[src/sv/atce_pkg.sv]
// Types, constants and colour helpers of the ANSI text console engine.
// No dependencies; the design and checker files refer to it by scoped names.
`default_nettype none

package atce_pkg;

  localparam int CELL_W = 9;
  localparam int ADDR_W = 5;
  localparam int DATA_W = 32;
  localparam int SLOTS  = 3;
  localparam int SLOT_W = 2;
  localparam int Q_DEPTH = 2;
  localparam int Q_PTR_W = 1;

  // Register indexes
  localparam logic [2:0] REG_COLUMNS   = 3'd0;
  localparam logic [2:0] REG_ROWS      = 3'd1;
  localparam logic [2:0] REG_RED_POS   = 3'd2;
  localparam logic [2:0] REG_RED_SIZE  = 3'd3;
  localparam logic [2:0] REG_GREEN_POS = 3'd4;
  localparam logic [2:0] REG_GREEN_SIZE = 3'd5;
  localparam logic [2:0] REG_BLUE_POS  = 3'd6;
  localparam logic [2:0] REG_BLUE_SIZE = 3'd7;

  // Characters
  localparam logic [7:0] CH_NUL    = 8'd0;
  localparam logic [7:0] CH_BS     = 8'd8;
  localparam logic [7:0] CH_NL     = 8'd10;
  localparam logic [7:0] CH_ESC    = 8'd27;
  localparam logic [7:0] CH_SPACE  = 8'd32;
  localparam logic [7:0] CH_ZERO   = 8'd48;
  localparam logic [7:0] CH_NINE   = 8'd57;
  localparam logic [7:0] CH_UP_A   = 8'd65;
  localparam logic [7:0] CH_UP_H   = 8'd72;
  localparam logic [7:0] CH_UP_J   = 8'd74;
  localparam logic [7:0] CH_UP_K   = 8'd75;
  localparam logic [7:0] CH_UP_Z   = 8'd90;
  localparam logic [7:0] CH_LBRACK = 8'd91;
  localparam logic [7:0] CH_LO_A   = 8'd97;
  localparam logic [7:0] CH_LO_M   = 8'd109;
  localparam logic [7:0] CH_LO_Z   = 8'd122;
  localparam logic [7:0] CH_TILDE  = 8'd126;

  // Colour selection numbers
  localparam logic [7:0] SGR_FG_LO = 8'd30;
  localparam logic [7:0] SGR_FG_HI = 8'd37;
  localparam logic [7:0] SGR_BG_LO = 8'd40;
  localparam logic [7:0] SGR_BG_HI = 8'd47;
  localparam logic [2:0] IDX_WHITE = 3'd7;
  localparam logic [2:0] IDX_BLACK = 3'd0;
  localparam logic [2:0] IDX_YELLOW = 3'd3;

  localparam logic [7:0] LEVEL_HI = 8'd170;
  localparam logic [7:0] LEVEL_LO = 8'd85;

  typedef enum logic [1:0] {
    OP_GLYPH  = 2'd0,
    OP_FILL   = 2'd1,
    OP_CLEAR  = 2'd2,
    OP_SCROLL = 2'd3
  } op_t;

  typedef enum logic [1:0] {
    PH_BRACKET = 2'd0,
    PH_PARAM   = 2'd1,
    PH_FINAL   = 2'd2,
    PH_REJECT  = 2'd3
  } esc_phase_t;

  // One draw command; idx_a is the fg (glyph) or fill colour, idx_b the glyph bg
  typedef struct packed {
    op_t               op;
    logic [7:0]        glyph;
    logic [CELL_W-1:0] c0;
    logic [CELL_W-1:0] r0;
    logic [CELL_W-1:0] c1;
    logic [CELL_W-1:0] r1;
    logic [2:0]        idx_a;
    logic [2:0]        idx_b;
  } cmd_t;

  // All commands caused by one character
  typedef struct packed {
    cmd_t [SLOTS-1:0]  cmd;
    logic [SLOT_W-1:0] cnt;
  } entry_t;

  typedef struct packed {
    logic [4:0] red_pos;
    logic [3:0] red_size;
    logic [4:0] green_pos;
    logic [3:0] green_size;
    logic [4:0] blue_pos;
    logic [3:0] blue_size;
  } clr_cfg_t;

  function automatic cmd_t mk_cmd(op_t op, logic [7:0] glyph,
                                  logic [CELL_W-1:0] c0, logic [CELL_W-1:0] r0,
                                  logic [CELL_W-1:0] c1, logic [CELL_W-1:0] r1,
                                  logic [2:0] idx_a, logic [2:0] idx_b);
    cmd_t c;
    c.op    = op;
    c.glyph = glyph;
    c.c0    = c0;
    c.r0    = r0;
    c.c1    = c1;
    c.r1    = r1;
    c.idx_a = idx_a;
    c.idx_b = idx_b;
    return c;
  endfunction

  function automatic logic [31:0] chan_field(logic [7:0] v, logic [3:0] size,
                                             logic [4:0] pos);
    logic [7:0] mask;
    mask = (size >= 4'd8) ? 8'hFF : 8'((9'd1 << size[2:0]) - 9'd1);
    return 32'(v & mask) << pos;
  endfunction

  // Palette: black, red, green, yellow, blue, magenta, cyan, white
  function automatic logic [31:0] encode(logic [2:0] idx, clr_cfg_t cfg);
    logic [7:0] r;
    logic [7:0] g;
    logic [7:0] b;
    r = idx[0] ? LEVEL_HI : 8'd0;
    g = idx[1] ? ((idx == IDX_YELLOW) ? LEVEL_LO : LEVEL_HI) : 8'd0;
    b = idx[2] ? LEVEL_HI : 8'd0;
    return chan_field(r, cfg.red_size, cfg.red_pos)
         | chan_field(g, cfg.green_size, cfg.green_pos)
         | chan_field(b, cfg.blue_size, cfg.blue_pos);
  endfunction

endpackage

`default_nettype wire

[src/sv/ansi_text_console_engine_top.sv]
// The first command of a character passes through the queue and the back end's output register.
// Throughput: the input takes one character a cycle while the 2-entry queue has room;
// the back end issues one command a cycle while out_stall is low, and a character yields 1 to 3 commands.
// Reset (rst_n low, synchronous): cursor home, white on black, parser idle,
// 80x25 text, 8-bit channels at 16/8/0; no clearing pass.
// Holds the configuration registers and joins front end, queue and back end.
`default_nettype none

module ansi_text_console_engine_top #(
  parameter int ESC_LIMIT = 32,
  parameter int MAX_CELLS = 256
) (
  input  logic                        clk,
  input  logic                        rst_n,
  input  logic                        in_valid,
  output logic                        in_stall,
  input  logic [7:0]                  in_char_code,
  output logic                        out_valid,
  input  logic                        out_stall,
  output logic [1:0]                  out_op,
  output logic [7:0]                  out_glyph_code,
  output logic [atce_pkg::CELL_W-1:0] out_col_start,
  output logic [atce_pkg::CELL_W-1:0] out_row_start,
  output logic [atce_pkg::CELL_W-1:0] out_col_end,
  output logic [atce_pkg::CELL_W-1:0] out_row_end,
  output logic [31:0]                 out_fg_color,
  output logic [31:0]                 out_bg_color,
  output logic [31:0]                 out_fill_color,
  output logic                        out_last,
  input  logic                        cfg_psel,
  input  logic                        cfg_penable,
  input  logic                        cfg_pwrite,
  input  logic [atce_pkg::ADDR_W-1:0] cfg_paddr,
  input  logic [atce_pkg::DATA_W-1:0] cfg_pwdata,
  output logic [atce_pkg::DATA_W-1:0] cfg_prdata,
  output logic                        cfg_pready
);

  logic [atce_pkg::CELL_W-1:0] columns_r, rows_r;
  atce_pkg::clr_cfg_t          clr_r;
  logic [2:0]                  reg_idx;
  logic                        wr_en;

  logic             q_full, q_nonempty, q_push, q_pop;
  atce_pkg::entry_t q_wdata, q_head;

  assign cfg_pready = 1'b1;
  assign reg_idx    = cfg_paddr[4:2];
  assign wr_en      = cfg_psel && cfg_penable && cfg_pwrite && cfg_pready;

  always_ff @(posedge clk) begin
    if (!rst_n) begin
      columns_r          <= atce_pkg::CELL_W'(80);
      rows_r             <= atce_pkg::CELL_W'(25);
      clr_r.red_pos      <= 5'd16;
      clr_r.red_size     <= 4'd8;
      clr_r.green_pos    <= 5'd8;
      clr_r.green_size   <= 4'd8;
      clr_r.blue_pos     <= 5'd0;
      clr_r.blue_size    <= 4'd8;
    end else if (wr_en) begin
      unique case (reg_idx)
        atce_pkg::REG_COLUMNS:    columns_r        <= cfg_pwdata[8:0];
        atce_pkg::REG_ROWS:       rows_r           <= cfg_pwdata[8:0];
        atce_pkg::REG_RED_POS:    clr_r.red_pos    <= cfg_pwdata[4:0];
        atce_pkg::REG_RED_SIZE:   clr_r.red_size   <= cfg_pwdata[3:0];
        atce_pkg::REG_GREEN_POS:  clr_r.green_pos  <= cfg_pwdata[4:0];
        atce_pkg::REG_GREEN_SIZE: clr_r.green_size <= cfg_pwdata[3:0];
        atce_pkg::REG_BLUE_POS:   clr_r.blue_pos   <= cfg_pwdata[4:0];
        atce_pkg::REG_BLUE_SIZE:  clr_r.blue_size  <= cfg_pwdata[3:0];
        default: begin
        end
      endcase
    end
  end

  always_comb begin
    unique case (reg_idx)
      atce_pkg::REG_COLUMNS:    cfg_prdata = atce_pkg::DATA_W'(columns_r);
      atce_pkg::REG_ROWS:       cfg_prdata = atce_pkg::DATA_W'(rows_r);
      atce_pkg::REG_RED_POS:    cfg_prdata = atce_pkg::DATA_W'(clr_r.red_pos);
      atce_pkg::REG_RED_SIZE:   cfg_prdata = atce_pkg::DATA_W'(clr_r.red_size);
      atce_pkg::REG_GREEN_POS:  cfg_prdata = atce_pkg::DATA_W'(clr_r.green_pos);
      atce_pkg::REG_GREEN_SIZE: cfg_prdata = atce_pkg::DATA_W'(clr_r.green_size);
      atce_pkg::REG_BLUE_POS:   cfg_prdata = atce_pkg::DATA_W'(clr_r.blue_pos);
      atce_pkg::REG_BLUE_SIZE:  cfg_prdata = atce_pkg::DATA_W'(clr_r.blue_size);
      default:                  cfg_prdata = '0;
    endcase
  end

  assign in_stall = q_full;

  atce_front #(
    .ESC_LIMIT (ESC_LIMIT),
    .MAX_CELLS (MAX_CELLS)
  ) u_front (
    .clk       (clk),
    .rst_n     (rst_n),
    .take      (in_valid && !q_full),
    .char_code (in_char_code),
    .columns   (columns_r),
    .rows      (rows_r),
    .push      (q_push),
    .entry     (q_wdata)
  );

  atce_queue u_queue (
    .clk      (clk),
    .rst_n    (rst_n),
    .push     (q_push),
    .wdata    (q_wdata),
    .full     (q_full),
    .pop      (q_pop),
    .rdata    (q_head),
    .nonempty (q_nonempty)
  );

  atce_back u_back (
    .clk            (clk),
    .rst_n          (rst_n),
    .q_nonempty     (q_nonempty),
    .q_head         (q_head),
    .q_pop          (q_pop),
    .clr_cfg        (clr_r),
    .out_valid      (out_valid),
    .out_stall      (out_stall),
    .out_op         (out_op),
    .out_glyph_code (out_glyph_code),
    .out_col_start  (out_col_start),
    .out_row_start  (out_row_start),
    .out_col_end    (out_col_end),
    .out_row_end    (out_row_end),
    .out_fg_color   (out_fg_color),
    .out_bg_color   (out_bg_color),
    .out_fill_color (out_fill_color),
    .out_last       (out_last)
  );

endmodule

`default_nettype wire

[src/sv/atce_queue.sv]
// Two-entry command queue between the console front end and back end.
// Depends on atce_pkg for the entry type and depth.
`default_nettype none

module atce_queue (
  input  logic             clk,
  input  logic             rst_n,
  input  logic             push,
  input  atce_pkg::entry_t wdata,
  output logic             full,
  input  logic             pop,
  output atce_pkg::entry_t rdata,
  output logic             nonempty
);

  atce_pkg::entry_t mem_r [atce_pkg::Q_DEPTH];
  logic [atce_pkg::Q_PTR_W-1:0] wr_ptr_r, wr_ptr_nxt;
  logic [atce_pkg::Q_PTR_W-1:0] rd_ptr_r, rd_ptr_nxt;
  logic [atce_pkg::Q_PTR_W:0]   cnt_r, cnt_nxt;

  assign full     = (cnt_r == (atce_pkg::Q_PTR_W+1)'(atce_pkg::Q_DEPTH));
  assign nonempty = (cnt_r != '0);
  assign rdata    = mem_r[rd_ptr_r];

  always_comb begin
    wr_ptr_nxt = push ? wr_ptr_r + 1'b1 : wr_ptr_r;
    rd_ptr_nxt = pop ? rd_ptr_r + 1'b1 : rd_ptr_r;
    cnt_nxt    = cnt_r + (atce_pkg::Q_PTR_W+1)'(push) - (atce_pkg::Q_PTR_W+1)'(pop);
  end

  always_ff @(posedge clk) begin
    if (!rst_n) begin
      wr_ptr_r <= '0;
      rd_ptr_r <= '0;
      cnt_r    <= '0;
    end else begin
      wr_ptr_r <= wr_ptr_nxt;
      rd_ptr_r <= rd_ptr_nxt;
      cnt_r    <= cnt_nxt;
    end
  end

  always_ff @(posedge clk) begin
    if (push) begin
      mem_r[wr_ptr_r] <= wdata;
    end
  end

endmodule

`default_nettype wire

[src/sv/atce_front.sv]
// Front end: escape parser, cursor and colour state; turns each character
// into a queue entry of up to three commands. Depends on atce_pkg.
`default_nettype none

module atce_front #(
  parameter int ESC_LIMIT = 32,
  parameter int MAX_CELLS = 256
) (
  input  logic                        clk,
  input  logic                        rst_n,
  input  logic                        take,
  input  logic [7:0]                  char_code,
  input  logic [atce_pkg::CELL_W-1:0] columns,
  input  logic [atce_pkg::CELL_W-1:0] rows,
  output logic                        push,
  output atce_pkg::entry_t            entry
);

  localparam int CW = $clog2(MAX_CELLS);
  localparam int LW = $clog2(ESC_LIMIT);
  localparam int W  = atce_pkg::CELL_W;

  logic [CW-1:0] col_r, col_nxt;
  logic [CW-1:0] row_r, row_nxt;
  logic [2:0]    fg_r, fg_nxt;
  logic [2:0]    bg_r, bg_nxt;
  logic          in_esc_r, in_esc_nxt;
  logic [LW-1:0] esc_len_r, esc_len_nxt;
  atce_pkg::esc_phase_t esc_ph_r, esc_ph_nxt;
  logic [7:0]    esc_num_r, esc_num_nxt;
  logic [7:0]    esc_fin_r, esc_fin_nxt;

  logic [W-1:0] eff_cols, eff_rows, rows_m1;
  logic [W-1:0] col9, row9, col_inc, row_inc, col_n9, row_n9;
  logic         is_esc, esc_byte, plain, is_nl, is_bs, is_gl;
  logic         is_alpha, is_digit, over, term, run;
  logic         run_h, run_j, run_k, run_m;
  logic         wrap, nl, scroll;
  logic [7:0]   sel;
  logic [11:0]  num_sum;
  logic [3:0]   dval;
  logic         upd;

  atce_pkg::cmd_t cur_fill, fill_bg, clr_j, clr_k, scr;

  always_comb begin
    eff_cols = columns;
    if (columns == '0) begin
      eff_cols = W'(1);
    end else if (columns > W'(MAX_CELLS)) begin
      eff_cols = W'(MAX_CELLS);
    end
    eff_rows = rows;
    if (rows == '0) begin
      eff_rows = W'(1);
    end else if (rows > W'(MAX_CELLS)) begin
      eff_rows = W'(MAX_CELLS);
    end
  end

  // Decode
  always_comb begin
    rows_m1  = eff_rows - W'(1);
    col9     = W'(col_r);
    row9     = W'(row_r);
    col_inc  = col9 + W'(1);
    row_inc  = row9 + W'(1);
    is_esc   = (char_code == atce_pkg::CH_ESC);
    esc_byte = !is_esc && in_esc_r;
    plain    = !is_esc && !in_esc_r;
    is_nl    = plain && (char_code == atce_pkg::CH_NL);
    is_bs    = plain && (char_code == atce_pkg::CH_BS);
    is_gl    = plain && !is_nl && !is_bs;
    is_alpha = ((char_code >= atce_pkg::CH_UP_A) && (char_code <= atce_pkg::CH_UP_Z))
            || ((char_code >= atce_pkg::CH_LO_A) && (char_code <= atce_pkg::CH_LO_Z));
    is_digit = (char_code >= atce_pkg::CH_ZERO) && (char_code <= atce_pkg::CH_NINE);
    term     = is_alpha || (char_code == atce_pkg::CH_TILDE);
    over     = ({1'b0, esc_len_r} + (LW+1)'(1)) >= (LW+1)'(ESC_LIMIT);
    run      = esc_byte && !over && term
            && ((esc_ph_r == atce_pkg::PH_PARAM) || (esc_ph_r == atce_pkg::PH_FINAL));
    sel      = (esc_ph_r == atce_pkg::PH_PARAM) ? char_code : esc_fin_r;
    run_h    = run && (sel == atce_pkg::CH_UP_H);
    run_j    = run && (sel == atce_pkg::CH_UP_J);
    run_k    = run && (sel == atce_pkg::CH_UP_K);
    run_m    = run && (sel == atce_pkg::CH_LO_M);
    wrap     = is_gl && (col_inc >= eff_cols);
    nl       = is_nl || wrap;
    scroll   = nl && (row_inc >= eff_rows);
    dval     = 4'(char_code - atce_pkg::CH_ZERO);
    num_sum  = 12'(esc_num_r) * 12'd10 + 12'(dval);
  end

  // Next state
  always_comb begin
    col_n9      = col9;
    row_n9      = row9;
    fg_nxt      = fg_r;
    bg_nxt      = bg_r;
    in_esc_nxt  = in_esc_r;
    esc_len_nxt = esc_len_r;
    esc_ph_nxt  = esc_ph_r;
    esc_num_nxt = esc_num_r;
    esc_fin_nxt = esc_fin_r;

    if (run_h || nl) begin
      col_n9 = '0;
    end else if (is_bs && (col9 != '0)) begin
      col_n9 = col9 - W'(1);
    end else if (is_gl) begin
      col_n9 = col_inc;
    end

    if (run_h) begin
      row_n9 = '0;
    end else if (nl) begin
      row_n9 = scroll ? rows_m1 : row_inc;
    end

    if (run_m) begin
      if (esc_num_r == 8'd0) begin
        fg_nxt = atce_pkg::IDX_WHITE;
        bg_nxt = atce_pkg::IDX_BLACK;
      end else if ((esc_num_r >= atce_pkg::SGR_FG_LO) && (esc_num_r <= atce_pkg::SGR_FG_HI)) begin
        fg_nxt = 3'(esc_num_r - atce_pkg::SGR_FG_LO);
      end else if ((esc_num_r >= atce_pkg::SGR_BG_LO) && (esc_num_r <= atce_pkg::SGR_BG_HI)) begin
        bg_nxt = 3'(esc_num_r - atce_pkg::SGR_BG_LO);
      end
    end

    if (is_esc) begin
      in_esc_nxt = 1'b1;
    end else if (esc_byte) begin
      if (over || term) begin
        // end of sequence: parser back to idle
        in_esc_nxt  = 1'b0;
        esc_len_nxt = '0;
        esc_ph_nxt  = atce_pkg::PH_BRACKET;
        esc_num_nxt = '0;
        esc_fin_nxt = '0;
      end else begin
        esc_len_nxt = esc_len_r + LW'(1);
        unique case (esc_ph_r)
          atce_pkg::PH_BRACKET: begin
            esc_ph_nxt = (char_code == atce_pkg::CH_LBRACK) ? atce_pkg::PH_PARAM
                                                            : atce_pkg::PH_REJECT;
          end
          atce_pkg::PH_PARAM: begin
            if (is_digit) begin
              esc_num_nxt = (num_sum > 12'd255) ? 8'd255 : num_sum[7:0];
            end else begin
              esc_fin_nxt = char_code;
              esc_ph_nxt  = atce_pkg::PH_FINAL;
            end
          end
          atce_pkg::PH_FINAL,
          atce_pkg::PH_REJECT: begin
          end
          default: begin
          end
        endcase
      end
    end

    col_nxt = col_n9[CW-1:0];
    row_nxt = row_n9[CW-1:0];
  end

  // Command list
  always_comb begin
    cur_fill = atce_pkg::mk_cmd(atce_pkg::OP_FILL, 8'd0, col_n9, row_n9, '0, '0, fg_nxt, 3'd0);
    fill_bg  = atce_pkg::mk_cmd(atce_pkg::OP_FILL, 8'd0, col9, row9, '0, '0, bg_r, 3'd0);
    clr_j    = atce_pkg::mk_cmd(atce_pkg::OP_CLEAR, 8'd0, '0, row_inc, eff_cols, eff_rows,
                                bg_r, 3'd0);
    clr_k    = atce_pkg::mk_cmd(atce_pkg::OP_CLEAR, 8'd0, col9, row9, eff_cols, row_inc,
                                bg_r, 3'd0);
    scr      = atce_pkg::mk_cmd(atce_pkg::OP_SCROLL, 8'd0, '0, '0, '0, '0, bg_r, 3'd0);

    entry        = '0;
    entry.cmd[0] = cur_fill;
    entry.cnt    = atce_pkg::SLOT_W'(1);
    if (run_j) begin
      entry.cmd[0] = clr_j;
      entry.cmd[1] = clr_k;
      entry.cmd[2] = cur_fill;
      entry.cnt    = atce_pkg::SLOT_W'(3);
    end else if (run_k) begin
      entry.cmd[0] = clr_k;
      entry.cmd[1] = cur_fill;
      entry.cnt    = atce_pkg::SLOT_W'(2);
    end else if (is_bs) begin
      entry.cmd[0] = fill_bg;
      entry.cmd[1] = atce_pkg::mk_cmd(atce_pkg::OP_GLYPH, atce_pkg::CH_SPACE, col_n9, row9,
                                      '0, '0, fg_r, bg_r);
      entry.cmd[2] = cur_fill;
      entry.cnt    = atce_pkg::SLOT_W'(3);
    end else if (is_nl || is_gl) begin
      entry.cmd[0] = is_nl ? fill_bg
                   : atce_pkg::mk_cmd(atce_pkg::OP_GLYPH, char_code, col9, row9,
                                      '0, '0, fg_r, bg_r);
      if (scroll) begin
        entry.cmd[1] = scr;
        entry.cmd[2] = cur_fill;
        entry.cnt    = atce_pkg::SLOT_W'(3);
      end else begin
        entry.cmd[1] = cur_fill;
        entry.cnt    = atce_pkg::SLOT_W'(2);
      end
    end
  end

  // A null byte is taken and dropped
  assign upd  = take && (char_code != atce_pkg::CH_NUL);
  assign push = upd;

  always_ff @(posedge clk) begin
    if (!rst_n) begin
      col_r     <= '0;
      row_r     <= '0;
      fg_r      <= atce_pkg::IDX_WHITE;
      bg_r      <= atce_pkg::IDX_BLACK;
      in_esc_r  <= 1'b0;
      esc_len_r <= '0;
      esc_ph_r  <= atce_pkg::PH_BRACKET;
      esc_num_r <= '0;
      esc_fin_r <= '0;
    end else if (upd) begin
      col_r     <= col_nxt;
      row_r     <= row_nxt;
      fg_r      <= fg_nxt;
      bg_r      <= bg_nxt;
      in_esc_r  <= in_esc_nxt;
      esc_len_r <= esc_len_nxt;
      esc_ph_r  <= esc_ph_nxt;
      esc_num_r <= esc_num_nxt;
      esc_fin_r <= esc_fin_nxt;
    end
  end

endmodule

`default_nettype wire

[src/sv/atce_back.sv]
// Back end: walks the commands of the head queue entry, encodes colours
// and holds each command in the output register. Depends on atce_pkg.
`default_nettype none

module atce_back (
  input  logic                        clk,
  input  logic                        rst_n,
  input  logic                        q_nonempty,
  input  atce_pkg::entry_t            q_head,
  output logic                        q_pop,
  input  atce_pkg::clr_cfg_t          clr_cfg,
  output logic                        out_valid,
  input  logic                        out_stall,
  output logic [1:0]                  out_op,
  output logic [7:0]                  out_glyph_code,
  output logic [atce_pkg::CELL_W-1:0] out_col_start,
  output logic [atce_pkg::CELL_W-1:0] out_row_start,
  output logic [atce_pkg::CELL_W-1:0] out_col_end,
  output logic [atce_pkg::CELL_W-1:0] out_row_end,
  output logic [31:0]                 out_fg_color,
  output logic [31:0]                 out_bg_color,
  output logic [31:0]                 out_fill_color,
  output logic                        out_last
);

  logic [atce_pkg::SLOT_W-1:0] slot_r, slot_nxt;
  logic                        valid_r, valid_nxt;
  atce_pkg::cmd_t              cmd;
  logic                        is_last, load, is_glyph;
  logic [31:0]                 enc_a, enc_b;

  logic [1:0]                  op_r;
  logic [7:0]                  glyph_r;
  logic [atce_pkg::CELL_W-1:0] c0_r, r0_r, c1_r, r1_r;
  logic [31:0]                 fg_r, bg_r, fill_r;
  logic                        last_r;

  always_comb begin
    cmd      = q_head.cmd[slot_r];
    is_last  = (slot_r == q_head.cnt - atce_pkg::SLOT_W'(1));
    load     = q_nonempty && (!valid_r || !out_stall);
    q_pop    = load && is_last;
    slot_nxt = load ? (is_last ? '0 : slot_r + atce_pkg::SLOT_W'(1)) : slot_r;
    // hold while stalled, drop once taken
    valid_nxt = load ? 1'b1 : (valid_r && out_stall);
    is_glyph = (cmd.op == atce_pkg::OP_GLYPH);
    enc_a    = atce_pkg::encode(cmd.idx_a, clr_cfg);
    enc_b    = atce_pkg::encode(cmd.idx_b, clr_cfg);
  end

  always_ff @(posedge clk) begin
    if (!rst_n) begin
      slot_r  <= '0;
      valid_r <= 1'b0;
    end else begin
      slot_r  <= slot_nxt;
      valid_r <= valid_nxt;
    end
  end

  always_ff @(posedge clk) begin
    if (load) begin
      op_r    <= cmd.op;
      glyph_r <= cmd.glyph;
      c0_r    <= cmd.c0;
      r0_r    <= cmd.r0;
      c1_r    <= cmd.c1;
      r1_r    <= cmd.r1;
      fg_r    <= is_glyph ? enc_a : 32'd0;
      bg_r    <= is_glyph ? enc_b : 32'd0;
      fill_r  <= is_glyph ? 32'd0 : enc_a;
      last_r  <= is_last;
    end
  end

  assign out_valid      = valid_r;
  assign out_op         = op_r;
  assign out_glyph_code = glyph_r;
  assign out_col_start  = c0_r;
  assign out_row_start  = r0_r;
  assign out_col_end    = c1_r;
  assign out_row_end    = r1_r;
  assign out_fg_color   = fg_r;
  assign out_bg_color   = bg_r;
  assign out_fill_color = fill_r;
  assign out_last       = last_r;

endmodule

`default_nettype wire

[config.mk]
export PLATFORM = sky130hd
export DESIGN_NAME = ansi_text_console_engine_top
export DESIGN_NICKNAME = d
export VERILOG_FILES = /design/src/sv/atce_pkg.sv /design/src/sv/ansi_text_console_engine_top.sv /design/src/sv/atce_queue.sv /design/src/sv/atce_front.sv /design/src/sv/atce_back.sv
export SDC_FILE = /design/constraint.sdc
export NUM_CORES = 1
export LEC_CHECK = 0
export BUFFER_PORTS_ARGS = -buffer_cell sky130_fd_sc_hd__buf_2
export CORE_AREA = 10 10 299 301
export CTS_CLUSTER_SIZE = 8
export DETAILED_ROUTE_END_ITERATION = 6
export DIE_AREA = 0 0 309 311
export HOLD_SLACK_MARGIN = 0.02
export SYNTH_ARGS = -nofsm -noshare
export SYNTH_HDL_FRONTEND = slang
export SYNTH_SLANG_ARGS = --single-unit
[constraint.sdc]
create_clock -name clk -period 6.8 [get_ports clk]
set_clock_uncertainty 0.1 [all_clocks]
set_input_delay 0 -clock clk [delete_from_list [all_inputs] [get_ports clk]]
set_output_delay 0 -clock clk [all_outputs]
set_load 0.03 [all_outputs]
==> results of run 1 <==
layout make-up:
class / count / share of cell area (%)
timing repair buffer: 234 / 4.73
sequential: 484 / 46.8
inverter: 68 / 0.899
tap: 1080 / 4.67
clock inverter: 6 / 0.341
clock buffer: 119 / 6.86
multi-input combinational: 1548 / 35.7
worst min-delay path, stage by stage:
cell and delay [ns]:
sky130_fd_sc_hd__buf_2 0.27, sky130_fd_sc_hd__nand2_1 0.18, sky130_fd_sc_hd__nor2_1 0.13, sky130_fd_sc_hd__o211ai_1 0.17
layout by cell type (no fill, tap or decap), types with 9 or more instances in the layout:
cell type                       netlist  routed
sky130_fd_sc_hd__a21o_1               9       9
sky130_fd_sc_hd__and3_1              21      21
sky130_fd_sc_hd__buf_2               16     180
sky130_fd_sc_hd__o2111ai_1           11      11
sky130_fd_sc_hd__clkbuf_16            0      72
sky130_fd_sc_hd__xor2_1              14      14
sky130_fd_sc_hd__ha_1                44      44
sky130_fd_sc_hd__a222oi_1            13      13
sky130_fd_sc_hd__and2_1              31      30
sky130_fd_sc_hd__a221o_1             10      10
sky130_fd_sc_hd__o211ai_1            17      17
sky130_fd_sc_hd__dlygate4sd3_1        0      26
sky130_fd_sc_hd__a21oi_1            109     107
sky130_fd_sc_hd__a22o_1              13      13
sky130_fd_sc_hd__nor3_1              51      50
sky130_fd_sc_hd__nand4_1              9       9
sky130_fd_sc_hd__nor2_1             275     273
sky130_fd_sc_hd__nand2_1            179     179
sky130_fd_sc_hd__nand3_1             50      50
sky130_fd_sc_hd__inv_1               63      62
sky130_fd_sc_hd__o22ai_1             57      57
sky130_fd_sc_hd__or2_2               12      12
sky130_fd_sc_hd__mux2_2              13      13
sky130_fd_sc_hd__mux2i_1             95      95
sky130_fd_sc_hd__conb_1               2      28
sky130_fd_sc_hd__xnor2_1             23      23
sky130_fd_sc_hd__a22oi_1             23      23
sky130_fd_sc_hd__a221oi_1            11      11
sky130_fd_sc_hd__or3_1               13      13
sky130_fd_sc_hd__nor4_1              25      25
sky130_fd_sc_hd__a211oi_1            28      28
sky130_fd_sc_hd__mux4_2              45      45
sky130_fd_sc_hd__edfxtp_1           385     385
sky130_fd_sc_hd__dfxtp_1             99      96
sky130_fd_sc_hd__clkbuf_1           118      46
sky130_fd_sc_hd__a31oi_1             16      16
sky130_fd_sc_hd__nand2b_1            31      31
sky130_fd_sc_hd__nor2b_1             39      39
sky130_fd_sc_hd__o21ai_0             93      93
sky130_fd_sc_hd__buf_4               30      28
what timing repair did:
item                      CTS  global route
hold endpoints to repair  100             0
hold buffers               26             0
resized for setup           0             0
report_power, final:
group | switching, mW | internal (mW)
Sequential | 0.270 | 4.20
Clock | 1.30 | 1.99
Combinational | 2.70 | 0.960
cells by family after synthesis:
logic type | Yosys count
AND/OR/NAND/NOR | 773
AO/OA/AOI/OAI | 507
flip-flops | 484
buffers and inverters | 252
multiplexers | 156
adder cells (fa/ha/maj) | 47
XOR/XNOR | 37
other | 2
sequential cells by signal, summed over array words and instances, names as in the netlist, 9 cells and up, named ones only:
register / count
u_back.out_col_end: 9
u_back.out_fg_color: 32
u_back.out_row_start: 9
u_back.out_row_end: 9
u_back.out_fill_color: 32
u_queue.mem_r: 242
u_back.out_col_start: 9
columns_r: 9
rows_r: 9
clr_r: 27
u_back.out_bg_color: 32
metrics by stage:
| stage | setup slack (ns) | instance area (sq um) | util, % | hold slack (ns) |
|---|---|---|---|---|
| 2_1_floorplan | 1.84 | 25000 | - | 0.0240 |
| 3_3_place_gp | 2.22 | 26600 | 32.0 | 0.147 |
| 3_5_place_dp | 2.23 | 26600 | 32.0 | 0.145 |
| 4_1_cts | 2.21 | 29000 | 34.8 | 0.0734 |
| 5_1_grt | 2.01 | 29000 | 34.8 | 0.143 |
| 6_report | 2.18 | 29000 | 34.8 | 0.109 |
worst paths after layout:
kind / depth (start not counted) / endpoint
setup / recovery: 8 / u_back.out_fill_color[10]
hold / removal: 4 / clr_r[3]
setup reg to reg: 8 / u_back.out_fill_color[10]
hold reg to reg: 2 / u_front.esc_fin_r[1]
per-layer routing:
layer	vias to the layer above	global-route usage, %
met5	-	0
met4	2	5.13
met3	164	3.78
met2	816	24.9
met1	9307	20.5
li1	8763	-
==> results.md, run 1 <==
Logic synthesis:
- The sequential-to-total area share from yosys stat is 54.5%.
- The adder-cell share of the synthesized area is 2.42%.
- During synthesis, Yosys emitted a total of 0 warnings.
- By area, the combinational part of the netlist is dominated by simple AND/OR/NAND/NOR gates.
- The post-synthesis share of cell area spent on and, or, nand and nor gates is 14.8%.
- Yosys attributes the largest share of cell area to sky130_fd_sc_hd__edfxtp_1, sky130_fd_sc_hd__dfxtp_1, sky130_fd_sc_hd__nor2_1.
- Synthesis handed over a netlist of 2258 instances.
- The area share of the largest cell type after synthesis is 46.5%.
- The multiplexer area fraction after synthesis is 8.65%.
- The most used flip-flop cell after synthesis is sky130_fd_sc_hd__edfxtp_1.
- The xor/xnor cell area share of the yosys netlist is 1.30%.
- The commonest cells after synthesis are sky130_fd_sc_hd__edfxtp_1, sky130_fd_sc_hd__nor2_1, sky130_fd_sc_hd__nand2_1.
- The count of flip-flops with a built-in enable after synthesis is 385.
- The share of flip-flops with an asynchronous set or reset after synthesis is 0%.
- The netlist uses 91 different library cells.
- The leading area contributor after synthesis is sky130_fd_sc_hd__edfxtp_1.
- The share of the synthesized area in compound gates (AO/OA/AOI/OAI) is 13.9%.
- The total of flip-flops plus latches after synthesis is 484.
- The combined area of all synthesized cells is 24900 sq um.
- The cell with the most instances after synthesis is sky130_fd_sc_hd__edfxtp_1.
- The synthesized area divided by synthesized cell count is 11.0 sq um.

Pwr:
- The analysis attributes to cell leakage a power of 10.2 nW.
- The power after layout is 11.4 mW.
- Dividing total power by cell area gives a power density of 394 nW/um^2.
- The largest vdd supply drop is 0.000270 V.

Cells and area:
- The number of inserted filler cells in the final layout is 8389.
- The number of antenna diodes in the final layout is 0.
- In the final layout, the share of cells above drive strength 1 is 15.9%.
- The relative area change from synthesis to final layout is 16.5%.
- The non-filler instance count after layout is 3539.
- The multi-input logic area is 10300 sq um.
- In the final layout, flip-flops and latches occupy 13500 sq um.
- In the final design database the tool counted 2505 nets.

Clocking:
- The clock latency reported for the late side of the worst-skew pair is 0.62 ns.
- Clock-pin slew was measured on the worst setup and hold paths at 0.05 ns.
- The post-CTS setup buffer count is 0.
- TritonCTS built the clock tree.
- The number of sinks driven by the clock tree is 484.
- In this run the deepest clock path goes through 3 buffers.
- The H-tree was split into 3 levels.
- The root buffer cell is sky130_fd_sc_hd__clkbuf_16.
- Clock tree synthesis inserted a total of 71 buffers.

Placement:
- The global placement routability congestion is 0.961.
- The estimated wirelength of the detail-placed design is 55200 um.
- The cell count after placement is 3388.
- The number of buffers inserted by port buffering is 180.

Worst setup path:
- The longest individual stage delay on the worst path is 0.73 ns.
- The kind of start point of the critical path is a register.
- The required time of the critical path is 7.02 ns.
- In this run the worst setup path begins at u_back.slot_r[0].
- The family of cells with the greatest summed delay on the critical path is compound AO/OA/AOI/OAI gates.
- The worst register-to-register path has a setup slack of 2.18 ns.
- The beginning of the worst register-to-register path is u_back.slot_r[0].
- The critical setup path kind is register to register.
- The endpoint class of the critical path is a register.
- Data on the critical path arrives at its endpoint at 4.84 ns.
- The worst-path maximum fanout is 22.
- Counting both buffers and inverters, the worst setup path holds a total of 1.
- Traced cell by cell, the critical path runs through buf_4 > nand2b_1 > o22ai_4 > or3_1 > a31o_2 > o32a_1 > a221oi_1 > nor2_1.
- The cell at the slowest stage of the critical path is sky130_fd_sc_hd__or3_1.

STA:
- The maximum operating frequency is 216 MHz.
- Setup violations remaining at the end of the flow were counted as 0.
- The final critical-path share of the clock period is 68.0%.
- The final max-slew violation count is 0.
- At the pin with the least slew margin, the transition time is 1.17 ns.
- The routed design could run at a clock period as short as 4.62 ns.
- Setup repair after global routing left no endpoint under its margin.
- The final number of hold-violating endpoints is 0.
- Measured against its own limit, the worst slew margin works out to 21.5%.
- The sum of negative setup slack is 0 ns.

Floorplanning:
- The core footprint is 83300 sq um.
- The die covers 96100 sq um.
- The width of the die is 309 um.
- The total I/O pin count is 230.
- The height of the die is 311 um.
- The floorplan has 106 rows.
- The initial utilization of the core area, before any placement, comes to 29.9%.

Drt:
- Summed over all nets, wire length on met3 after detailed routing comes to 5860 um.
- The top metal layer carrying routed signals is met5.
- The detailed router finished its first iteration with 2105 violations.
- The final layout contains routed wiring with a total length of 78300 um.
- The antenna violation net count after detailed routing is 0.
- In the detailed route, the total length drawn on met2 is 36500 um.
- The post-detailed-route DRC marker count is 6.
- In the routed layout, each cell is associated on average with a via count of 5.38.
- The average routed wire per standard cell is 22.1 um.
- The detailed-route wire length on metal 1 is 33400 um.
- Detailed routing inserted a total of 19052 vias.
- The number of iterations in the first detailed-routing pass is 7.

Global routing:
- The initial antenna violation count is 3.
- Entering global routing, the biggest net connects 85 pins.
- Global routing finished with a remaining overflow of 0.
- The wire length of the first global-routing pass is 116000 um.
- The via count of the first global-routing pass is 18088.
- In the global route stage, overall resource usage came out at 15.6%.

Flow run:
- The count of maximum capacitance violations is 0.

Run status:
- The final reports fail on DRC.
- The run finished, with violations left.

Worst hold path:
- In this run the worst hold path is classified as input port to register.
- The start point of the worst min-delay path is cfg_paddr[2].
(Power assumes the default switching activity.)
==> run 2: changes to the inputs <==
- ABC_AREA: not set -> 1
- CORE_AREA: 10 10 299 301 -> 10 10 305 307
- DIE_AREA: 0 0 309 311 -> 0 0 315 317
- clock period: 6.8 -> 4.3 ns (I/O delays scaled with it)
==> results.md, run 2 <==
Drt:
- For this run, the detailed router's first-pass iteration total came to 6.
- The antenna violation net count after detailed routing is 0.
- The post-detailed-route DRC marker count is 0.
- The wire length after detailed routing is 83200 um.
- The first-iteration detailed-routing DRC count is 2224.
- Dividing the detail-routed via count by the number of cells gives 5.11.
- The average routed wire per standard cell is 19.1 um.
- The total number of vias is 22266.

STA:
- The final number of hold-violating endpoints is 0.
- For the pin with the worst max-slew slack, the measured transition is 0.948 ns.
- The final hold slack is 0.0822 ns.
- The final critical path takes up 87.4% of the cycle.
- Setup repair after global routing left no endpoint under its margin.
- The final period demand of the worst path is 3.76 ns.
- The worst-case setup margin in the final layout is 0.542 ns.
- The worst pin sits at a relative slew slack of 36.4%.
- Setup violations remaining at the end of the flow were counted as 0.
- The final max-slew violation count was 0.
- The maximum operating frequency is 266 MHz.

Clocking:
- The number of buffers added by the clock tree synthesis step is 71.
- The CTS tree is done.
- The cell sitting at the root of the clock tree is a sky130_fd_sc_hd__clkbuf_16.
- The clock latency reported for the late side of the worst-skew pair is 0.61 ns.
- The count of cells resized by post-cts repair is 0.
- In this run, post-CTS hold repair placed 34 buffers.
- The number of sinks driven by the clock tree is 484.
- In this run the post-CTS setup repair buffer count came out at 0.
- In this run the deepest clock path goes through 3 buffers.
- The H-tree was split into 3 levels.
- Clock-pin slew was measured on the worst setup and hold paths at 0.05 ns.

Global routing:
- Entering global routing, the biggest net connects 144 pins.
- The via count of the first global-routing pass is 20742.
- The wire length of the first global-routing pass is 126000 um.
- The initial antenna violation count is 9.
- The total global-route track usage is 16.1%.
- The residual overflow from global routing is 0.

Worst setup path:
- The worst-path maximum fanout is 7.
- In this run the register-to-register setup slack is 0.54 ns.
- STA classifies the critical path endpoint as a register.
- In this run the critical register-to-register path is captured at u_queue.mem_r[1][83].
- The critical path capture point is u_queue.mem_r[1][83].
- The first element of the critical path is u_front.row_r[0].
- The required time of the critical path is 4.55 ns.
- STA classifies the critical path startpoint as a register.
- The data arrival time of the critical path is 4.00 ns.
- The depth of the worst register-to-register path is 19.
- The worst register-to-register path begins at u_front.row_r[0].
- By startpoint and endpoint, the worst setup path is classified as register to register.

Pwr:
- The leakage power is 11.9 nW.
- Dividing total power by cell area gives a power density of 629 nW/um^2.
- VDD sags by at most 0.000475 V.

Cells and area:
- The fraction of final layout cells sized beyond drive strength 1 is 12.8%.
- Ranked by flip-flop count, first place goes to u_queue.mem_r.
- In the final design database the tool counted 3247 nets.
- Leaving out fill and tap cells, the most frequent cells in the layout are sky130_fd_sc_hd__nand2_1, sky130_fd_sc_hd__edfxtp_1, sky130_fd_sc_hd__nor2_1, sky130_fd_sc_hd__nand3_1, sky130_fd_sc_hd__o21ai_0.
- The relative area change from synthesis to final layout is 17.4%.
- The leading cell type in the layout, fill and taps excluded is sky130_fd_sc_hd__nand2_1.
- The number of flip-flops in the largest register is 242.

Run status:
- The flow ran to the end, and the final reports show no timing, DRC or antenna violations.

Placement:
- The estimated wirelength of the detail-placed design is 58100 um.
- The number of buffers inserted by port buffering is 180.
- Routability-driven placement finished with a final weighted congestion of 0.906.
- OpenSTA, run right after detailed placement, puts the worst setup slack at 0.613 ns.

Logic synthesis:
- In the synthesized netlist the dominant register cell turns out to be sky130_fd_sc_hd__edfxtp_1.
- Of the total synthesized cell area, the portion taken by full adders, half adders and majority gates is 2.29%.
- The combined area of all synthesized cells is 25800 sq um.
- The sequential-to-total area share from yosys stat is 52.5%.
- In the synthesized netlist, the cells that appear most often are sky130_fd_sc_hd__nand2_1, sky130_fd_sc_hd__edfxtp_1, sky130_fd_sc_hd__nor2_1.
- The warning count from the yosys run is 0.
- By instance count, the leading cell after synthesis is sky130_fd_sc_hd__nand2_1.
- Of the total synthesized cell area, the portion taken by XOR and XNOR cells is 0.984%.
- Of the post-synthesis cell area, the part taken by muxes is 0.0388%.
- Summed over all instances, the cell type with the most area after synthesis is sky130_fd_sc_hd__edfxtp_1.
- The area share of the largest cell type after synthesis is 44.8%.
- Summing the areas of all compound-gate instances in the mapped netlist gives 13.3% of the synthesized area.
- After synthesis, the largest family of logic cells by area is simple AND/OR/NAND/NOR gates.
- Sorting the synthesized cells by area gives the leading types as sky130_fd_sc_hd__edfxtp_1, sky130_fd_sc_hd__dfxtp_1, sky130_fd_sc_hd__nand2_1.
- The total of flip-flops plus latches after synthesis is 484.
- The count of cell types in the netlist is 67.
- The count of flip-flops with a built-in enable after synthesis is 385.
- The cell count after synthesis came out at 2970.
- In the synthesized netlist the async set-or-reset flop fraction comes to 0%.
- The synthesized area divided by synthesized cell count is 8.69 sq um.
- The synthesized netlist devotes 24.0% of its cell area to simple gates.

Floorplanning:
- The starting density of the core is 29.8%.
- 230 I/O pins were placed.
- The die covers 99900 sq um.
- In this run the horizontal extent of the chip is 315 um.
- The core footprint is 86600 sq um.
- Row generation in the floorplan step produced 108 rows.
- The die is 317 um tall.

Worst hold path:
- The min-delay analysis places its worst path in the category input port to register.
- The worst hold path begins at cfg_pwrite.

Flow run:
- The tool flagged a number of max-cap violations equal to 0.
-- run 2: cell types whose count changed after synthesis, sizes merged, moves of 109 or more --
cell and delta:
o21ai +165, inv +168, nor2 +115, a21oi +109, nand3 +266, nand2 +345
-- run 2: cell type report --
cell class,count,area (sq um)
flip-flops and latches,484,13500
well taps,1155,1450
clock inverters,9,166
diodes,4,10.0
repair buffers,258,1620
inverters,242,933
multi-input cells,2092,10600
fillers,8851,56300
clock buffers,114,1970
-- run 2: metrics by stage --
step,power (mW),area (sq um),utilization [%],TNS [ns],instances
2_1_floorplan,11.6,25900,-,-91.83,2996
5_1_grt,20.1,30300,35.0,0,4357
6_report,19.1,30300,35.0,0,4358
3_5_place_dp,13.9,27800,32.1,0,4197
4_1_cts,19.2,30300,35.0,0,4354
3_3_place_gp,13.8,27800,32.1,0,4197
-- run 2: logic make-up after synthesis --
kind of cell	after synthesis
buffers and inverters	420
other	2
AO/OA/AOI/OAI	619
adder cells (fa/ha/maj)	46
flip-flops	484
AND/OR/NAND/NOR	1369
XOR/XNOR	29
multiplexers	1
-- run 2: how the worst min path moves through the flow --
stage,end,cells after the start
2_1_floorplan,columns_r[4],2
3_5_place_dp,columns_r[6],3
4_1_cts,clr_r[16],4
3_3_place_gp,columns_r[6],3
6_report,clr_r[16],4
5_1_grt,clr_r[12],4
-- run 2: worst max-delay path: stages, from the launching register on --
cell and delay [ns]:
sky130_fd_sc_hd__dfxtp_1 0.43, sky130_fd_sc_hd__inv_1 0.15, sky130_fd_sc_hd__nor3_1 0.33, sky130_fd_sc_hd__nand3_1 0.18, sky130_fd_sc_hd__nor2_1 0.17, sky130_fd_sc_hd__nand2_1 0.08, sky130_fd_sc_hd__xor2_1 0.17, sky130_fd_sc_hd__inv_1 0.07
sky130_fd_sc_hd__ha_1 0.31, sky130_fd_sc_hd__nand2_1 0.09, sky130_fd_sc_hd__o21ai_0 0.09, sky130_fd_sc_hd__a21oi_1 0.12, sky130_fd_sc_hd__nand3_1 0.27, sky130_fd_sc_hd__buf_4 0.27, sky130_fd_sc_hd__inv_1 0.12, sky130_fd_sc_hd__a21oi_1 0.08
sky130_fd_sc_hd__o21ai_1 0.16, sky130_fd_sc_hd__nand2_1 0.14, sky130_fd_sc_hd__nand2_1 0.07, sky130_fd_sc_hd__o21ai_1 0.09
-- run 2: layer usage --
| metal | part of all wire [%] | global-route usage, % | up-vias |
|---|---|---|---|
| met5 | 0.060 | 0 | - |
| met3 | 8.2 | 3.34 | 108 |
| met2 | 45 | 25.0 | 830 |
| met1 | 44 | 22.3 | 10624 |
| li1 | - | - | 10696 |
| met4 | 2.0 | 4.53 | 8 |
-- run 2: power by group --
part	internal [mW]	switching, mW	leakage [nW]
logic	1.64	5.15	6.40
clock network	3.21	2.07	1.01
registers	6.57	0.421	4.50
total	11.4	7.64	11.9
==> run 3: changes to the inputs <==
--- a/config.mk
+++ b/config.mk
@@ -9,2 +9,4 @@
 export BUFFER_PORTS_ARGS = -buffer_cell sky130_fd_sc_hd__buf_2
+export CELL_PAD_IN_SITES_DETAIL_PLACEMENT = 1
+export CELL_PAD_IN_SITES_GLOBAL_PLACEMENT = 2
 export CORE_AREA = 10 10 305 307
@@ -14,2 +16,3 @@
 export HOLD_SLACK_MARGIN = 0.02
+export PLACE_DENSITY_LB_ADDON = 0.1
 export SYNTH_ARGS = -nofsm -noshare
==> constraint.sdc (replaced) <==
create_clock -name clk -period 4.3 [get_ports clk]
set_clock_uncertainty 0.1 [all_clocks]
set_input_delay 0.215 -clock clk [delete_from_list [all_inputs] [get_ports clk]]
set_output_delay 0.215 -clock clk [all_outputs]
set_load 0.03 [all_outputs]
==> results.md, run 3 (same netlist as run 2, synthesis figures left out) <==
Drt:
- Using the TritonRoute via totals, the vias-per-cell ratio works out to 5.15.
- The post-detailed-route DRC marker count is 0.
- The total number of vias is 22513.
- The average routed wire per standard cell is 23.0 um.
- The first-iteration detailed-routing DRC count is 1489.
- The number of iterations in the first detailed-routing pass is 5.
- The count of nets left with antenna violations once routing finished came out at 0.
- The wire length after detailed routing is 100000 um.

STA:
- For the pin with the worst max-slew slack, the measured transition is 0.976 ns.
- The sum of negative setup slack is 0 ns.
- The final critical-path share of the clock period is 87.6%.
- The final number of hold-violating endpoints is 0.
- Headroom to the max-slew limit came out at 34.3%.
- The final max-slew violation count is 0.
- The total setup violations reported at the end of the flow is 0.
- The clock period could shrink to 3.77 ns.
- The maximum operating frequency is 266 MHz.
- Setup repair after global routing left no endpoint under its margin.

Pwr:
- The leakage power is 12.0 nW.
- The power density normalized to cell area is 642 nW/um^2.
- The largest vdd supply drop is 0.000522 V.

Placement:
- The number of buffers inserted by port buffering is 180.
- The estimated wirelength of the detail-placed design is 74200 um.
- Routability-driven placement finished with a final weighted congestion of 0.866.
- The cell count after placement is 4224.

Flow run:
- Max-cap violations in this run came to 0.

Cells and area:
- The number of inserted filler cells in the final layout is 10097.
- Across the whole layout, storage elements account for 13500 sq um.
- More flip-flops sit in one register than any other, and that register is u_queue.mem_r.
- The non-filler instance count after layout is 4368.
- The area growth from synthesis to layout is 17.9%.
- The number of inserted diodes is 0.
- The fraction of final layout cells sized beyond drive strength 1 is 13.7%.
- The number of nets in the layout is 3261.
- In the final layout, the multi-input gates occupy 10600 sq um.
- The leading cell type in the layout, fill and taps excluded is sky130_fd_sc_hd__nand2_1.
- The number of flip-flops in the largest register is 242.
- The library cells used most frequently in the layout, excluding fill and tap cells, are sky130_fd_sc_hd__nand2_1, sky130_fd_sc_hd__edfxtp_1, sky130_fd_sc_hd__nor2_1, sky130_fd_sc_hd__nand3_1, sky130_fd_sc_hd__o21ai_0.

Floorplanning:
- The width of the die is 315 um.
- Row generation in the floorplan step produced 108 rows.
- The total area inside the core boundary comes to 86600 sq um.
- The die outline area is 99900 sq um.
- Once the floorplan was initialized, standard cells occupied 29.8% of the core.
- From bottom edge to top edge, the die measures 317 um.
- 230 I/O pins were placed.

Worst setup path:
- Of all nets on the critical path, the largest fanout is 9.
- The required time of the critical path is 4.57 ns.
- By startpoint and endpoint, the worst setup path is classified as register to register.
- The endpoint class of the critical path is a register.
- At the worst endpoint, the arrival time is 4.04 ns.
- STA classifies the critical path startpoint as a register.

Clocking:
- The CTS tree is done.
- TritonCTS created 72 clock buffers.
- The number of sinks driven by the clock tree is 484.
- The clock latency reported for the late side of the worst-skew pair is 0.65 ns.
- The H-tree was split into 3 levels.
- In this run the deepest clock path goes through 3 buffers.
- The clock-pin slew on the worst setup and hold paths is 0.05 ns.
- The cell sitting at the root of the clock tree is a sky130_fd_sc_hd__clkbuf_16.

Worst hold path:
- The tightest min-delay check is of the input port to register type.

Global routing:
- Summed over all layers, the global routing overflow is 0.
- The maximum number of pins on one net before global-route repair is 144.
- The wire length of the first global-routing pass is 152000 um.
- The via count of the first global-routing pass is 23691.
- The initial antenna violation count is 2.
- In the global route stage, overall resource usage came out at 19.8%.

Run status:
- The flow ran to the end, and the final reports show no timing, DRC or antenna violations.
run 3: changes by cell type in the layout (fill, tap and decap cells not counted), sizes merged, moves of 2 or more:
cell         delta
diode           -4
inv             +2
buf            +27
dlygate4sd3    -14
run 3: path summary, 6_finish.rpt:
check                                 startpoint  cells after the start  slack (ns)                   end
worst max register to register  u_front.col_r[2]                     18        0.53  u_queue.mem_r[0][84]
worst max-delay path            u_front.col_r[2]                     18        0.53  u_queue.mem_r[0][84]
worst min-delay path                cfg_paddr[4]                      4        0.07              clr_r[3]
worst min register to register          clr_r[6]                      2        0.36              clr_r[6]
run 3: what timing repair did:
item | CTS | global route
gates resized for setup | 0 | 0
endpoints found under the hold margin | 70 | 0
hold buffers | 20 | 0
buffers inserted | 0 | 0
run 3: final cells by class:
cell class	count	share of cell area (%)
Timing Repair Buffer	271	5.66
Sequential cell	484	44.5
Inverter	242	3.07
Multi-Input combinational cell	2092	34.9
Clock inverter	10	0.613
Clock buffer	114	6.54
Tap cell	1155	4.75
run 3: worst max-delay path, stage by stage (launching register included):
cell and delay (ns):
sky130_fd_sc_hd__dfxtp_1 0.49, sky130_fd_sc_hd__inv_1 0.15, sky130_fd_sc_hd__nor3_1 0.26, sky130_fd_sc_hd__nand3_1 0.16, sky130_fd_sc_hd__nor2_1 0.11, sky130_fd_sc_hd__nand2_1 0.07, sky130_fd_sc_hd__xor2_1 0.20, sky130_fd_sc_hd__inv_1 0.07
sky130_fd_sc_hd__ha_1 0.32, sky130_fd_sc_hd__nand2_1 0.10, sky130_fd_sc_hd__inv_1 0.04, sky130_fd_sc_hd__a21oi_1 0.15, sky130_fd_sc_hd__nand4_1 0.17, sky130_fd_sc_hd__nand2_4 0.14, sky130_fd_sc_hd__nand2_4 0.12, sky130_fd_sc_hd__nand2_8 0.13
sky130_fd_sc_hd__a21oi_1 0.06, sky130_fd_sc_hd__o21ai_0 0.48, sky130_fd_sc_hd__o21ai_1 0.15
run 3: metal layers:
metal / global-route usage, % / share of wire (%) / vias to the layer above
met5: 0 / 0 / -
met4: 5.00 / 1.9 / 0
met3: 3.67 / 5.3 / 108
met2: 30.7 / 44 / 479
met1: 28.0 / 48 / 11240
li1: - / - / 10686
run 3: power by group:
part / switching [mW] / internal (mW) / total [mW]
Sequential: 0.387 / 6.57 / 6.96
Combinational: 5.43 / 1.69 / 7.12
Clock: 2.25 / 3.21 / 5.46
run 3: per-stage QoR:
step                      cell area [sq um]  worst slack (ns)  utilization, %  power [mW]  hold WS, ns
after floorplan                       25900            -0.388               -        11.6        0.241
after global placement                28100             0.553            32.4        14.1        0.345
after detailed placement              28100             0.565            32.4        14.3        0.359
after CTS                             30400             0.538            35.1        19.9       0.0245
after global routing                  30400             0.174            35.1        20.7       0.0988
final                                 30400             0.534            35.1        19.5       0.0670
